### src/rtl/core/tbpd_pkg.sv
// ----------------------------------------------------------------------------
// tbpd_pkg
// Shared types, constants and helpers for the popcount dot product core.
// ----------------------------------------------------------------------------
package tbpd_pkg;

    // Field widths fixed by the interface
    localparam int PLANE_W  = 64;
    localparam int CNT_W    = 17;
    localparam int RESULT_W = 21;
    localparam int MODE_W   = 3;
    localparam int CFG_W    = 17;
    localparam int CFG_IDX_W = 1;

    // Default build values
    localparam int MAX_WORDS_DEF = 1024;
    localparam int WORD_BITS_DEF = 64;

    // Lane slice width and per-lane popcount width
    localparam int LANE_BITS  = 8;
    localparam int LANE_CNT_W = $clog2(LANE_BITS + 1);

    localparam logic [CNT_W-1:0]    CNT_MAX = '1;
    localparam logic [PLANE_W-1:0]  RTN_EVEN_MASK = 64'h5555_5555_5555_5555;
    localparam logic signed [RESULT_W:0] RES_MAX = 22'sd1048575;
    localparam logic signed [RESULT_W:0] RES_MIN = -22'sd1048576;

    // Register indexes
    localparam logic [CFG_IDX_W-1:0] REG_MODE          = 1'b0;
    localparam logic [CFG_IDX_W-1:0] REG_BINARY_LENGTH = 1'b1;

    // Operating modes
    typedef enum logic [MODE_W-1:0] {
        MODE_TNN    = 3'd0,
        MODE_TBN    = 3'd1,
        MODE_BTN    = 3'd2,
        MODE_BNN    = 3'd3,
        MODE_TWOBIT = 3'd4,
        MODE_RTN    = 3'd5
    } t_mode;

    // Popcounts one lane found for one word
    typedef struct packed {
        logic [LANE_CNT_W-1:0] c1;
        logic [LANE_CNT_W-1:0] c2;
        logic [LANE_CNT_W-1:0] c3;
        logic [LANE_CNT_W-1:0] c4;
    } t_lane_cnt;

    // Finished run handed from the merge stage to the result stage
    typedef struct packed {
        logic [CNT_W-1:0] c1;
        logic [CNT_W-1:0] c2;
        logic [CNT_W-1:0] c3;
        logic [CNT_W-1:0] c4;
        logic [CNT_W-1:0] wnz;
        logic             ovf;
    } t_fin;

    // Count set bits of one lane slice
    function automatic logic [LANE_CNT_W-1:0] f_pop(input logic [LANE_BITS-1:0] v);
        logic [LANE_CNT_W-1:0] n;
        n = '0;
        for (int i = 0; i < LANE_BITS; i++) begin
            n = n + LANE_CNT_W'(v[i]);
        end
        return n;
    endfunction

endpackage

### src/rtl/core/tbpd_lane.sv
// ----------------------------------------------------------------------------
// tbpd_lane
// One lane: combines a slice of the bit planes by mode and registers the
// four popcounts of that slice.
// ----------------------------------------------------------------------------
module tbpd_lane
    import tbpd_pkg::*;
(
    input  logic                 i_clk,
    input  logic                 i_en,
    input  logic [MODE_W-1:0]    i_mode,
    input  logic [LANE_BITS-1:0] i_a0,
    input  logic [LANE_BITS-1:0] i_a1,
    input  logic [LANE_BITS-1:0] i_b0,
    input  logic [LANE_BITS-1:0] i_b1,
    input  logic [LANE_BITS-1:0] i_even,
    output t_lane_cnt            o_cnt
);

    logic [LANE_BITS-1:0] x;
    logic [LANE_BITS-1:0] x_rtn;
    logic [LANE_BITS-1:0] nz_rtn;
    logic [LANE_BITS-1:0] v1, v2, v3, v4;
    t_lane_cnt            r_cnt;
    t_lane_cnt            n_cnt;

    // Sign difference, and its one-bit shift for the interleaved form
    assign x      = i_a0 ^ i_b0;
    assign x_rtn  = {1'b0, x[LANE_BITS-1:1]};
    assign nz_rtn = i_a0 & i_b0 & i_even;

    // Select the four operand vectors by mode
    always_comb begin
        v1 = '0;
        v2 = '0;
        v3 = '0;
        v4 = '0;
        unique case (i_mode)
            MODE_TNN: begin
                v1 = i_a1 & i_b1;
                v2 = x & i_a1 & i_b1;
            end
            MODE_TBN: begin
                v1 = i_a1;
                v2 = x & i_a1;
            end
            MODE_BTN: begin
                v2 = x & i_b1;
            end
            MODE_BNN: begin
                v1 = x;
            end
            MODE_TWOBIT: begin
                v1 = i_a0 & i_b0;
                v2 = i_a1 & i_b0;
                v3 = i_a0 & i_b1;
                v4 = i_a1 & i_b1;
            end
            MODE_RTN: begin
                v1 = nz_rtn;
                v2 = x_rtn & nz_rtn;
            end
            default: begin
                v1 = '0;
            end
        endcase
    end

    assign n_cnt = '{c1: f_pop(v1), c2: f_pop(v2), c3: f_pop(v3), c4: f_pop(v4)};

    // Hold lane counts for the merge stage
    always_ff @(posedge i_clk) begin
        if (i_en) begin
            r_cnt <= n_cnt;
        end
    end

    assign o_cnt = r_cnt;

endmodule

### src/rtl/core/tbpd_merge.sv
// ----------------------------------------------------------------------------
// tbpd_merge
// Merge stage: sums the lane counts, accumulates them into the saturating
// run counters, tracks run length and hands a finished run onward.
// ----------------------------------------------------------------------------
module tbpd_merge
    import tbpd_pkg::*;
#(
    parameter int MAX_WORDS = MAX_WORDS_DEF,
    parameter int NUM_LANES = 8
) (
    input  logic                         i_clk,
    input  logic                         i_rst_n,
    input  logic                         i_go,
    input  logic                         i_last,
    input  logic [CNT_W-1:0]             i_wnz,
    input  t_lane_cnt [NUM_LANES-1:0]    i_lane_cnt,
    input  logic                         i_fin_take,
    output logic                         o_fin_valid,
    output logic                         o_fin_free,
    output t_fin                         o_fin
);

    localparam int SUM_W   = $clog2(NUM_LANES * LANE_BITS + 1);
    localparam int WORDS_W = $clog2(MAX_WORDS + 1);
    localparam logic [WORDS_W-1:0] WordsMax = WORDS_W'(MAX_WORDS);

    logic [SUM_W-1:0]   s1, s2, s3, s4;
    logic [CNT_W-1:0]   r_c1, r_c2, r_c3, r_c4;
    logic [CNT_W-1:0]   n_c1, n_c2, n_c3, n_c4;
    logic [WORDS_W-1:0] r_words, n_words;
    logic               r_ovf, n_ovf;
    logic               r_fin_valid;
    t_fin               r_fin;
    logic               full;

    function automatic logic [CNT_W-1:0] f_sat_add(input logic [CNT_W-1:0] acc,
                                                   input logic [SUM_W-1:0] inc);
        logic [CNT_W:0] s;
        s = {1'b0, acc} + (CNT_W + 1)'(inc);
        return s[CNT_W] ? CNT_MAX : s[CNT_W-1:0];
    endfunction

    // Sum lane counts
    always_comb begin
        s1 = '0;
        s2 = '0;
        s3 = '0;
        s4 = '0;
        for (int i = 0; i < NUM_LANES; i++) begin
            s1 = s1 + SUM_W'(i_lane_cnt[i].c1);
            s2 = s2 + SUM_W'(i_lane_cnt[i].c2);
            s3 = s3 + SUM_W'(i_lane_cnt[i].c3);
            s4 = s4 + SUM_W'(i_lane_cnt[i].c4);
        end
    end

    // Accumulate, or drop the word once the run is over length
    assign full = (r_words >= WordsMax);

    always_comb begin
        n_c1    = r_c1;
        n_c2    = r_c2;
        n_c3    = r_c3;
        n_c4    = r_c4;
        n_words = r_words;
        n_ovf   = r_ovf;
        if (full) begin
            n_ovf = 1'b1;
        end else begin
            n_c1    = f_sat_add(r_c1, s1);
            n_c2    = f_sat_add(r_c2, s2);
            n_c3    = f_sat_add(r_c3, s3);
            n_c4    = f_sat_add(r_c4, s4);
            n_words = r_words + WORDS_W'(1);
        end
    end

    // Run state: advance per word, clear after the last one
    always_ff @(posedge i_clk) begin
        if (!i_rst_n) begin
            r_c1    <= '0;
            r_c2    <= '0;
            r_c3    <= '0;
            r_c4    <= '0;
            r_words <= '0;
            r_ovf   <= 1'b0;
        end else if (i_go) begin
            if (i_last) begin
                r_c1    <= '0;
                r_c2    <= '0;
                r_c3    <= '0;
                r_c4    <= '0;
                r_words <= '0;
                r_ovf   <= 1'b0;
            end else begin
                r_c1    <= n_c1;
                r_c2    <= n_c2;
                r_c3    <= n_c3;
                r_c4    <= n_c4;
                r_words <= n_words;
                r_ovf   <= n_ovf;
            end
        end
    end

    // Finished-run register
    always_ff @(posedge i_clk) begin
        if (!i_rst_n) begin
            r_fin_valid <= 1'b0;
        end else begin
            r_fin_valid <= (i_go && i_last) || (r_fin_valid && !i_fin_take);
        end
    end

    always_ff @(posedge i_clk) begin
        if (i_go && i_last) begin
            r_fin <= '{c1: n_c1, c2: n_c2, c3: n_c3, c4: n_c4, wnz: i_wnz, ovf: n_ovf};
        end
    end

    assign o_fin_valid = r_fin_valid;
    assign o_fin_free  = !r_fin_valid || i_fin_take;
    assign o_fin       = r_fin;

    // Run length never passes the limit
    a_words_bound: assert property (@(posedge i_clk) disable iff (!i_rst_n)
        r_words <= WordsMax)
        else $error("run length above limit");

    // Overlength flag only once the limit is reached
    a_ovf_at_limit: assert property (@(posedge i_clk) disable iff (!i_rst_n)
        r_ovf |-> (r_words == WordsMax))
        else $error("overlength flag without full run");

    // A finished run is never overwritten while waiting
    a_fin_no_overwrite: assert property (@(posedge i_clk) disable iff (!i_rst_n)
        (i_go && i_last) |-> o_fin_free)
        else $error("finished run overwritten");

endmodule

### src/rtl/core/ternary_binary_popcount_dot_product_core.sv
// ----------------------------------------------------------------------------
// ternary_binary_popcount_dot_product_core
// Quantized popcount dot product over runs of packed bit-plane words.
// ----------------------------------------------------------------------------
// The core takes one word transaction per clock unless the input stalls.
// Each word is split across parallel lanes of LANE_BITS bits that popcount
// the mode's AND/XOR plane combinations in one stage; a merge stage adds
// the lane counts into four saturating run counters. The result transaction
// of the word flagged last passes from the lane registers, which load at
// the edge that accepts the word, to the merge stage's finished-run register
// and then to the output register. Input stalls only when a last word waits
// behind a finished result that the output side is holding off. The user
// must write mode and binary_length through the configuration port only
// while idle; the core does not enforce this.
// ----------------------------------------------------------------------------
module ternary_binary_popcount_dot_product_core
    import tbpd_pkg::*;
#(
    parameter int MAX_WORDS = MAX_WORDS_DEF,
    parameter int WORD_BITS = WORD_BITS_DEF
) (
    input  logic                       i_clk,
    input  logic                       i_rst_n,
    // Configuration
    input  logic                       i_cfg_wr_en,
    input  logic [CFG_IDX_W-1:0]       i_cfg_idx,
    input  logic [CFG_W-1:0]           i_cfg_wdata,
    // Input channel
    input  logic                       i_in_valid,
    output logic                       o_in_stall,
    input  logic [PLANE_W-1:0]         i_act_plane_lo,
    input  logic [PLANE_W-1:0]         i_act_plane_hi,
    input  logic [PLANE_W-1:0]         i_wgt_plane_lo,
    input  logic [PLANE_W-1:0]         i_wgt_plane_hi,
    input  logic [CNT_W-1:0]           i_weight_nonzero_count,
    input  logic                       i_last,
    // Output channel
    output logic                       o_out_valid,
    input  logic                       i_out_stall,
    output logic signed [RESULT_W-1:0] o_dot_result,
    output logic                       o_too_long
);

    localparam int NumLanes = (WORD_BITS + LANE_BITS - 1) / LANE_BITS;
    localparam logic [PLANE_W-1:0] WordMask =
        (WORD_BITS >= PLANE_W) ? '1 : ((PLANE_W'(1) << WORD_BITS) - PLANE_W'(1));

    logic [MODE_W-1:0]         r_mode;
    logic [CFG_W-1:0]          r_bin_len;
    logic [PLANE_W-1:0]        a0_m, a1_m, b0_m, b1_m;
    logic                      r_s1_valid, r_s1_last;
    logic [CNT_W-1:0]          r_s1_wnz;
    logic                      s1_go, s1_free, in_acc;
    t_lane_cnt [NumLanes-1:0]  lane_cnt;
    logic                      fin_valid, fin_free, out_rdy;
    t_fin                      fin;
    logic signed [RESULT_W:0]  res_wide;
    logic signed [RESULT_W-1:0] res_sat;
    logic                      r_out_valid;
    logic signed [RESULT_W-1:0] r_out_res;
    logic                      r_out_ovf;

    // Configuration registers
    always_ff @(posedge i_clk) begin
        if (!i_rst_n) begin
            r_mode    <= '0;
            r_bin_len <= '0;
        end else if (i_cfg_wr_en) begin
            unique case (i_cfg_idx)
                REG_MODE:          r_mode    <= i_cfg_wdata[MODE_W-1:0];
                REG_BINARY_LENGTH: r_bin_len <= i_cfg_wdata;
                default:           r_mode    <= r_mode;
            endcase
        end
    end

    // Flow control
    assign out_rdy    = !r_out_valid || !i_out_stall;
    assign s1_go      = r_s1_valid && (!r_s1_last || fin_free);
    assign s1_free    = !r_s1_valid || s1_go;
    assign in_acc     = i_in_valid && s1_free;
    assign o_in_stall = !s1_free;

    // Drop bits above the word width
    assign a0_m = i_act_plane_lo & WordMask;
    assign a1_m = i_act_plane_hi & WordMask;
    assign b0_m = i_wgt_plane_lo & WordMask;
    assign b1_m = i_wgt_plane_hi & WordMask;

    // Lane stage control
    always_ff @(posedge i_clk) begin
        if (!i_rst_n) begin
            r_s1_valid <= 1'b0;
        end else begin
            r_s1_valid <= in_acc || (r_s1_valid && !s1_go);
        end
    end

    always_ff @(posedge i_clk) begin
        if (in_acc) begin
            r_s1_last <= i_last;
            r_s1_wnz  <= i_weight_nonzero_count;
        end
    end

    // Parallel popcount lanes
    for (genvar g = 0; g < NumLanes; g++) begin : g_lane
        tbpd_lane u_lane (
            .i_clk  (i_clk),
            .i_en   (in_acc),
            .i_mode (r_mode),
            .i_a0   (a0_m[g*LANE_BITS +: LANE_BITS]),
            .i_a1   (a1_m[g*LANE_BITS +: LANE_BITS]),
            .i_b0   (b0_m[g*LANE_BITS +: LANE_BITS]),
            .i_b1   (b1_m[g*LANE_BITS +: LANE_BITS]),
            .i_even (RTN_EVEN_MASK[g*LANE_BITS +: LANE_BITS]),
            .o_cnt  (lane_cnt[g])
        );
    end

    // Merge and accumulate
    tbpd_merge #(
        .MAX_WORDS (MAX_WORDS),
        .NUM_LANES (NumLanes)
    ) u_merge (
        .i_clk       (i_clk),
        .i_rst_n     (i_rst_n),
        .i_go        (s1_go),
        .i_last      (r_s1_last),
        .i_wnz       (r_s1_wnz),
        .i_lane_cnt  (lane_cnt),
        .i_fin_take  (out_rdy),
        .o_fin_valid (fin_valid),
        .o_fin_free  (fin_free),
        .o_fin       (fin)
    );

    // Combine the counters by mode
    always_comb begin
        unique case (r_mode)
            MODE_TNN, MODE_TBN, MODE_RTN: begin
                res_wide = $signed({5'b0, fin.c1}) - $signed({4'b0, fin.c2, 1'b0});
            end
            MODE_BTN: begin
                res_wide = $signed({5'b0, fin.wnz}) - $signed({4'b0, fin.c2, 1'b0});
            end
            MODE_BNN: begin
                res_wide = $signed({5'b0, r_bin_len}) - $signed({4'b0, fin.c1, 1'b0});
            end
            MODE_TWOBIT: begin
                res_wide = $signed({3'b0, fin.c1, 2'b0})
                         + $signed({4'b0, fin.c2, 1'b0})
                         + $signed({4'b0, fin.c3, 1'b0})
                         + $signed({5'b0, fin.c4});
            end
            default: begin
                res_wide = '0;
            end
        endcase
    end

    // Clamp to the result range
    always_comb begin
        if (res_wide > RES_MAX) begin
            res_sat = RES_MAX[RESULT_W-1:0];
        end else if (res_wide < RES_MIN) begin
            res_sat = RES_MIN[RESULT_W-1:0];
        end else begin
            res_sat = res_wide[RESULT_W-1:0];
        end
    end

    // Output register
    always_ff @(posedge i_clk) begin
        if (!i_rst_n) begin
            r_out_valid <= 1'b0;
        end else if (out_rdy) begin
            r_out_valid <= fin_valid;
        end
    end

    always_ff @(posedge i_clk) begin
        if (out_rdy && fin_valid) begin
            r_out_res <= res_sat;
            r_out_ovf <= fin.ovf;
        end
    end

    assign o_out_valid  = r_out_valid;
    assign o_dot_result = r_out_res;
    assign o_too_long   = r_out_ovf;

    // Input stalls only behind a last word that cannot move on
    a_stall_cause: assert property (@(posedge i_clk) disable iff (!i_rst_n)
        o_in_stall |-> (r_s1_valid && r_s1_last && fin_valid && i_out_stall))
        else $error("input stalled without a blocked last word");

    // A waiting finished run reaches the output once the output frees up
    a_fin_moves: assert property (@(posedge i_clk) disable iff (!i_rst_n)
        (fin_valid && out_rdy) |=> r_out_valid)
        else $error("finished run lost before output");

    // A lane-stage word that cannot move on stays held and is not overwritten
    a_lane_order: assert property (@(posedge i_clk) disable iff (!i_rst_n)
        (r_s1_valid && !s1_go) |=> r_s1_valid && $stable(r_s1_last))
        else $error("lane stage overwritten");

endmodule

### config.mk
export PLATFORM = sky130hd
export DESIGN_NAME = ternary_binary_popcount_dot_product_core
export DESIGN_NICKNAME = d
export VERILOG_FILES = /design/src/rtl/core/tbpd_pkg.sv /design/src/rtl/core/tbpd_lane.sv /design/src/rtl/core/tbpd_merge.sv /design/src/rtl/core/ternary_binary_popcount_dot_product_core.sv
export SDC_FILE = /design/constraint.sdc
export NUM_CORES = 2
export LEC_CHECK = 0
export ABC_AREA = 1
export BUFFER_PORTS_ARGS = -buffer_cell sky130_fd_sc_hd__buf_2
export CORE_MARGIN = 4
export CORE_UTILIZATION = 35
export CTS_BUF_LIST = sky130_fd_sc_hd__clkbuf_2 sky130_fd_sc_hd__clkbuf_4 sky130_fd_sc_hd__clkbuf_8
export DETAILED_ROUTE_END_ITERATION = 8
export HOLD_SLACK_MARGIN = 0.05
export MAX_ROUTING_LAYER = met4
export SLEW_MARGIN = 10
export SYNTH_ARGS = -nofsm -noshare
export SYNTH_HDL_FRONTEND = slang
export SYNTH_SLANG_ARGS = --single-unit
export TNS_END_PERCENT = 100
### constraint.sdc
create_clock -name i_clk -period 7.5 [get_ports i_clk]
set_input_delay 0.375 -clock i_clk [delete_from_list [all_inputs] [get_ports i_clk]]
set_output_delay 0.375 -clock i_clk [all_outputs]
set_load 0.01 [all_outputs]
* Word-level counts from Yosys, hierarchy flattened *
Index checks and enable logic that the tools add are counted.

storage, ports and cells
  register bits after elaboration = 357
  word-level logic and storage cells = 473

operators by class
  add/subtract/negate cells = 263
  order comparisons = 3
  equal/unequal tests = 6
  mux-type cells = 50
  bitwise gates (word level) = 73
  reduce and logical (&&, ||, !) cells = 25

operators by type and width
  operator                 number
  $add A4 B1 Y4            192
  $pmux W8 S5              16
  $and A8 B8 Y8            56
  $mux W17                 12
  $add A7 B4 Y7            24
  $mux W8                  16
  $pmux W22 S4             1
  $add A17 B7 Y18          4
  $add A1 B1 Y2            32
  $xor A8 B8 Y8            8
  $sub A17 B18 Y19         3
  $and A7 B7 Y7            8
  $add A21 B17 Y22         1
  $gt A22 B21 Y1 const B   1
  $lt A22 B21 Y1 const B   1
  $mux W11                 2
  $add A20 B18 Y21         1
  $mux W21                 1
  $add A19 B18 Y20         1
  $add A4 B4 Y5            4
  $add A11 B1 Y11 const B  1
  $ge A11 B11 Y1 const B   1
  $logic_not A1 Y1         8
  $eq A3 B2 Y1 const B     2
  other kinds (10)         24

* Logic depth before layout (Yosys ltp) *
  word-level depth = 11
  gate-level depth with buffers = 28
  depth with buffers taken out = 28

* Modules after synthesis *
Synthesis repeated with hierarchy kept, for this count alone.

unflattened totals
  cells, all modules = 5201
  area total of the unflattened synthesis = 37474.7 µm²

modules (own cells, without submodules)
  module                                    instances  cells an instance  area each (µm²)  sequential area each (µm²)
  tbpd_merge                                1          1508               12430.7          4204.0
  tbpd_lane at g_lane[0].u_lane ...         4          312                2175.8           480.5
  ternary_binary_popcount_dot_product_core  1          1210               7626.1           1641.6
  tbpd_lane at g_lane[5].u_lane ...         3          311                2185.8           480.5
  tbpd_lane at g_lane[4].u_lane             1          302                2157.1           480.5

* Least setup slack after synthesis *
No wires, ideal clock.

  kind = input-to-reg
  start = input port i_out_stall
  end = register g_lane[0].u_lane.r_cnt, in the netlist g_lane[0].u_lane.o_cnt[0], enable pin
  data arrival time = 6.712 ns
  required time = 6.847 ns
  path slack = 0.134 ns
  cell stages on the path = 5
  buffers on the path = 0
  cell sequence = nand2_1 > nor2_1 > nand2_1 > nor2_1 > nor2_1

on the way
  longest elaborated chain between the ends = 7

ends and longest elaborated chain
  item                             RTL line                                        source
  from (decl)                      ternary_binary_popcount_dot_product_core.sv:39  input logic i_out_stall,
  $logic_not A1 Y1                 ternary_binary_popcount_dot_product_core.sv:78  assign out_rdy = !r_out_valid || !i_out_stall;
  $logic_or A1 B1 Y1               ternary_binary_popcount_dot_product_core.sv:78
  $logic_or A1 B1 Y1               tbpd_merge.sv:123                               assign o_fin_free = !r_fin_valid || i_fin_take;
  $logic_or A1 B1 Y1               ternary_binary_popcount_dot_product_core.sv:79  assign s1_go = r_s1_valid && (!r_s1_last || fin_free);
  $logic_and A1 B1 Y1              ternary_binary_popcount_dot_product_core.sv:79
  $logic_or A1 B1 Y1               ternary_binary_popcount_dot_product_core.sv:80  assign s1_free = !r_s1_valid || s1_go;
  $logic_and A1 B1 Y1              ternary_binary_popcount_dot_product_core.sv:81  assign in_acc = i_in_valid && s1_free;
  named net g_lane[0].u_lane.i_en  tbpd_lane.sv:10                                 input logic i_en,
  to (signal assigned)             tbpd_lane.sv:74                                 r_cnt <= n_cnt;
  to (decl)                        tbpd_lane.sv:24                                 t_lane_cnt r_cnt;

The timed path passes the listed nets, and every way through them passes these cells.
A chain may end at the register's enable or synchronous reset.

* Final worst setup path *
  start = register g_lane[0].u_lane.r_cnt, in the netlist g_lane[0].u_lane.o_cnt[4]
  end = register u_merge.r_c3[13]

on the way
  longest elaborated chain between the ends = 11

ends and longest elaborated chain
  item                        RTL line          source
  $add A4 B4 Y5               tbpd_merge.sv:53  s3 = s3 + SUM_W'(i_lane_cnt[i].c3);
  $add A7 B4 Y7 (6 in a row)  tbpd_merge.sv:53
  $add A17 B7 Y18             tbpd_merge.sv:40  s = {1'b0, acc} + (CNT_W + 1)'(inc);
  $mux W17                    tbpd_merge.sv:41  return s[CNT_W] ? CNT_MAX : s[CNT_W-1:0];
  $mux W17                    tbpd_merge.sv:68  if (full) begin
  named net u_merge.n_c3[13]  tbpd_merge.sv:30  logic [CNT_W-1:0] n_c1, n_c2, n_c3, n_c4;
  $mux W17                    tbpd_merge.sv:89  if (i_last) begin
  to (signal assigned)        tbpd_merge.sv:99  r_c3 <= n_c3;
  to (decl)                   tbpd_merge.sv:29  logic [CNT_W-1:0] r_c1, r_c2, r_c3, r_c4;

The timed path passes the listed nets, and every way through them passes these cells.

==> summary.md <==
| Metric | Value |
|---|---|
| DRT Pass-1 Iters | `5` |
| Root Driver | `clkbuf_8` |
| WL/cell | `20.97 um` |
| GR Overflow Total | `0` |
| Post-DP Area | `36,150 um^2` |
| Post-Syn Nets | `4,930` |
| Finished Layout Cells | `5,774` |
| Synth area leaders | `edfxtp_1 23%, fa_1 15%, ha_1 12%, nand2_1 9.9%, inv_1 8.5%` |
| Post-synth ARST share | `0` |
| Final Skew | `43.25 ps` |
| Gates resized, CTS repair | `0` |
| Reg2reg path depth | `26` |
| Pint | `8.059 mW` |
| Crit-path most repeated cell | `fa_1` |
| Max Buffers Root-to-Sink | `3` |
| Final Critical Period | `6058 ps` |
| # IOs | `321` |
| Fin nets | `5,282` |
| Crit Path Class | `register to register` |
| TNS Setup | `0 ps` |
| Die area | `99,700 um^2` |
| Share of power burned in registers | `0.193` |
| # Max-Cap Violations | `0` |
| Post-Syn Instances | `4,069` |
| Worst-margin pin slew | `1031 ps` |
| H-tree levels | `3` |
| Worst rel slew slack | `0.3127` |
| Number of synthesized flops with an enable pin | `254` |
| Post-route ant nets | `0` |
| Cells after DPL | `5,568` |
| Clock share of power | `0.137` |
| CORE AREA | `93,610 um^2` |
| Worst Path Required | `7990 ps` |
| Die height | `315.8 um` |
| Max FO, Critical Path | `9` |
| Syn Area/Cell | `8.147 um^2` |
| Cell variety after synth | `63` |
| Leakage power | `18.21 nW` |
| NetSw | `7.196 mW` |
| DR vias/cell | `5.110` |
| Routed vias | `29,510` |
| Total power draw | `15.25 mW` |
| Area share of the largest cell type after synthesis | `0.2301` |
| Initial antenna violation count | `57` |
| I/O Buffers | `320` |
| Pin count of the biggest net entering global routing | `147` |
| PD cells | `400.3 nW/um^2` |
| CTS tree | `done` |
| Post-CTS setup buffers | `0` |
| Post-route DRC | `0` |
| Hold Crit Class | `primary input to register` |
| CP arrival | `6550 ps` |
| Detailed Route WL | `121,100 um` |
| # setup viols final | `0` |
| Final GP Congestion | `0.9694` |
| Final worst path period share | `0.8077` |
| Worst skew pair latency | `670 ps` |
| Worst Setup Start Kind | `register` |
| RSZ-0062 raised after global routing | `false` |
| Vias in the first global route | `28,770` |
| Crit path max-delay cell type | `fa_1` |
| Worst VDD drop | `0.0006781 V` |
| CTS clock-pin slew for the worst setup and hold paths | `60 ps` |
| Slowest Stage Delay on Critical Path | `550 ps` |
| Dominant cell by count in the synthesized netlist | `nand2_1` |
| CP Capture Type | `register` |
| Synthesized cell area | `33,150 um^2` |
| Stages on the worst setup path | `26` |
| Top cells by count, synth | `876 x nand2_1, 749 x inv_1, 388 x nand3_1` |
| Chip width | `315.8 um` |
| Slew Limit Fails | `0` |
| Maximum achievable frequency | `165.1 MHz` |
| Yosys Warn Count | `0` |
| First DRT Iteration DRCs | `2,431` |
| Post-detail-place hpwl | `98,400 um` |
| # clock sinks | `357` |
| Worst hold path depth | `4` |
| Crit path max-delay family | `adder cells` |
| Status | `finished, final reports clean` |
| Global-route wire length before repair | `178,800 um` |
| Hold Vio Cnt, Final | `0` |
| Gr usage total | `0.2465` |
| Layout cells sized above 1 | `0.1234` |
| Sequential fraction of the synthesis area | `0.2923` |
| Sw frac | `0.4717` |
| Initial Utilization | `0.3541` |
| Area grow syn2layout | `14.95%` |
| Largest area contributor in the netlist | `edfxtp_1` |
| Row count | `112` |
| Final Cell Area | `38,110 um^2` |
| Ys flop type | `edfxtp_1` |
| TritonCTS Buffers | `68` |
| Comb power frac | `0.670` |
| Flops & latches, synth | `357` |
| Worst path bufs/invs | `3` |
## final timing paths
path	start	to	slack, ps
worst min-delay path	i_cfg_idx	r_mode[1]	170
worst max register to register	g_lane[0].u_lane.o_cnt[4]	u_merge.r_c3[13]	1440
worst max-delay path	g_lane[0].u_lane.o_cnt[4]	u_merge.r_c3[13]	1440
worst min register to register	r_s1_wnz[0]	u_merge.o_fin[1]	410
## layer usage
metal  vias to the layer above  track usage  routed length (um)
met5                         -            -                   0
met4                         0       0.1071                6293
met2                      1215       0.4033               56570
li1                      14180            -                   -
met3                       271      0.05453               10190
met1                     13840       0.2931               48050
## per-stage QoR
| step | utilization | worst slack [ps] | hold slack, ps |
|---|---|---|---|
| after global routing | 0.4069 | 1022 | 156.6 |
| after floorplan | - | 134.5 | 400.3 |
| final | 0.4071 | 1442 | 167.1 |
| after global placement | 0.3862 | 1596 | 406.1 |
| after CTS | 0.4058 | 1458 | 118.9 |
| after detailed placement | 0.3862 | 1481 | 405.4 |
## state kept, by name (all words and copies together) (netlist names), 3 cells and up
signal	flops
o_dot_result	21
r_s1_wnz	17
g_lane.u_lane.o_cnt	128
u_merge.r_c3	17
u_merge.r_c4	17
r_bin_len	17
u_merge.o_fin	86
r_mode	3
u_merge.r_words	11
u_merge.r_c2	17
u_merge.r_c1	17
## tightest hold or removal path: stages
cell	delay, ps
buf_2	80
nor2_1	40
inv_1	160
a21oi_1	90
## final cells by class
type	count	area (um^2)
Fill cell	9655	55500
Antenna cell	48	120.1
Sequential cell	357	9691
Tap cell	1254	1569
Multi-Input combinational cell	2848	20180
Clock inverter	26	286.5
Clock buffer	95	1176
Timing Repair Buffer	389	2237
Inverter	757	2849
## timing repair
item,4_1_cts,5_1_grt
endpoints found under the hold margin,37,0
hold buffers,37,0
setup endpoints to repair,0,0
## placed cells by master (no fill, tap or decap), types with 24 or more instances in the layout
cell	count
nand2_1	875
inv_1	746
nand3_1	388
ha_1	320
buf_2	320
edfxtp_1	254
fa_1	244
nor2_1	222
a21oi_1	213
o21ai_0	115
dfxtp_1	102
clkbuf_8	74
nor3_1	61
xnor2_1	49
diode_2	48
dlygate4sd3_1	37
o211ai_1	31
buf_4	30
xor2_1	28
o2111ai_1	27
nand4_1	26
nand3b_1	26
or2_2	24
## power groups by stage
stage	Sequential [mW]	Combinational [mW]	Clock (mW)
final	2.95	10.2	2.08
after global routing	2.97	12.0	2.23
after CTS	2.96	10.3	2.15
after detailed placement	3.00	10.2	0
after global placement	2.99	10.1	0
after floorplan	2.89	7.91	0
## logic make-up (layout without fill, tap and decap cells)
kind of cell / count (synthesis) / in the layout / share of synthesized area
AND/OR/NAND/NOR: 1676 / 1676 / 0.2207
buffers and inverters: 864 / 1267 / 0.1003
adder cells (fa/ha/maj): 564 / 564 / 0.2681
AO/OA/AOI/OAI: 531 / 531 / 0.09824
flip-flops: 357 / 357 / 0.2923
XOR/XNOR: 77 / 77 / 0.02034
other: 0 / 48 / 0
Note: power is estimated with default switching activity, not from simulation.
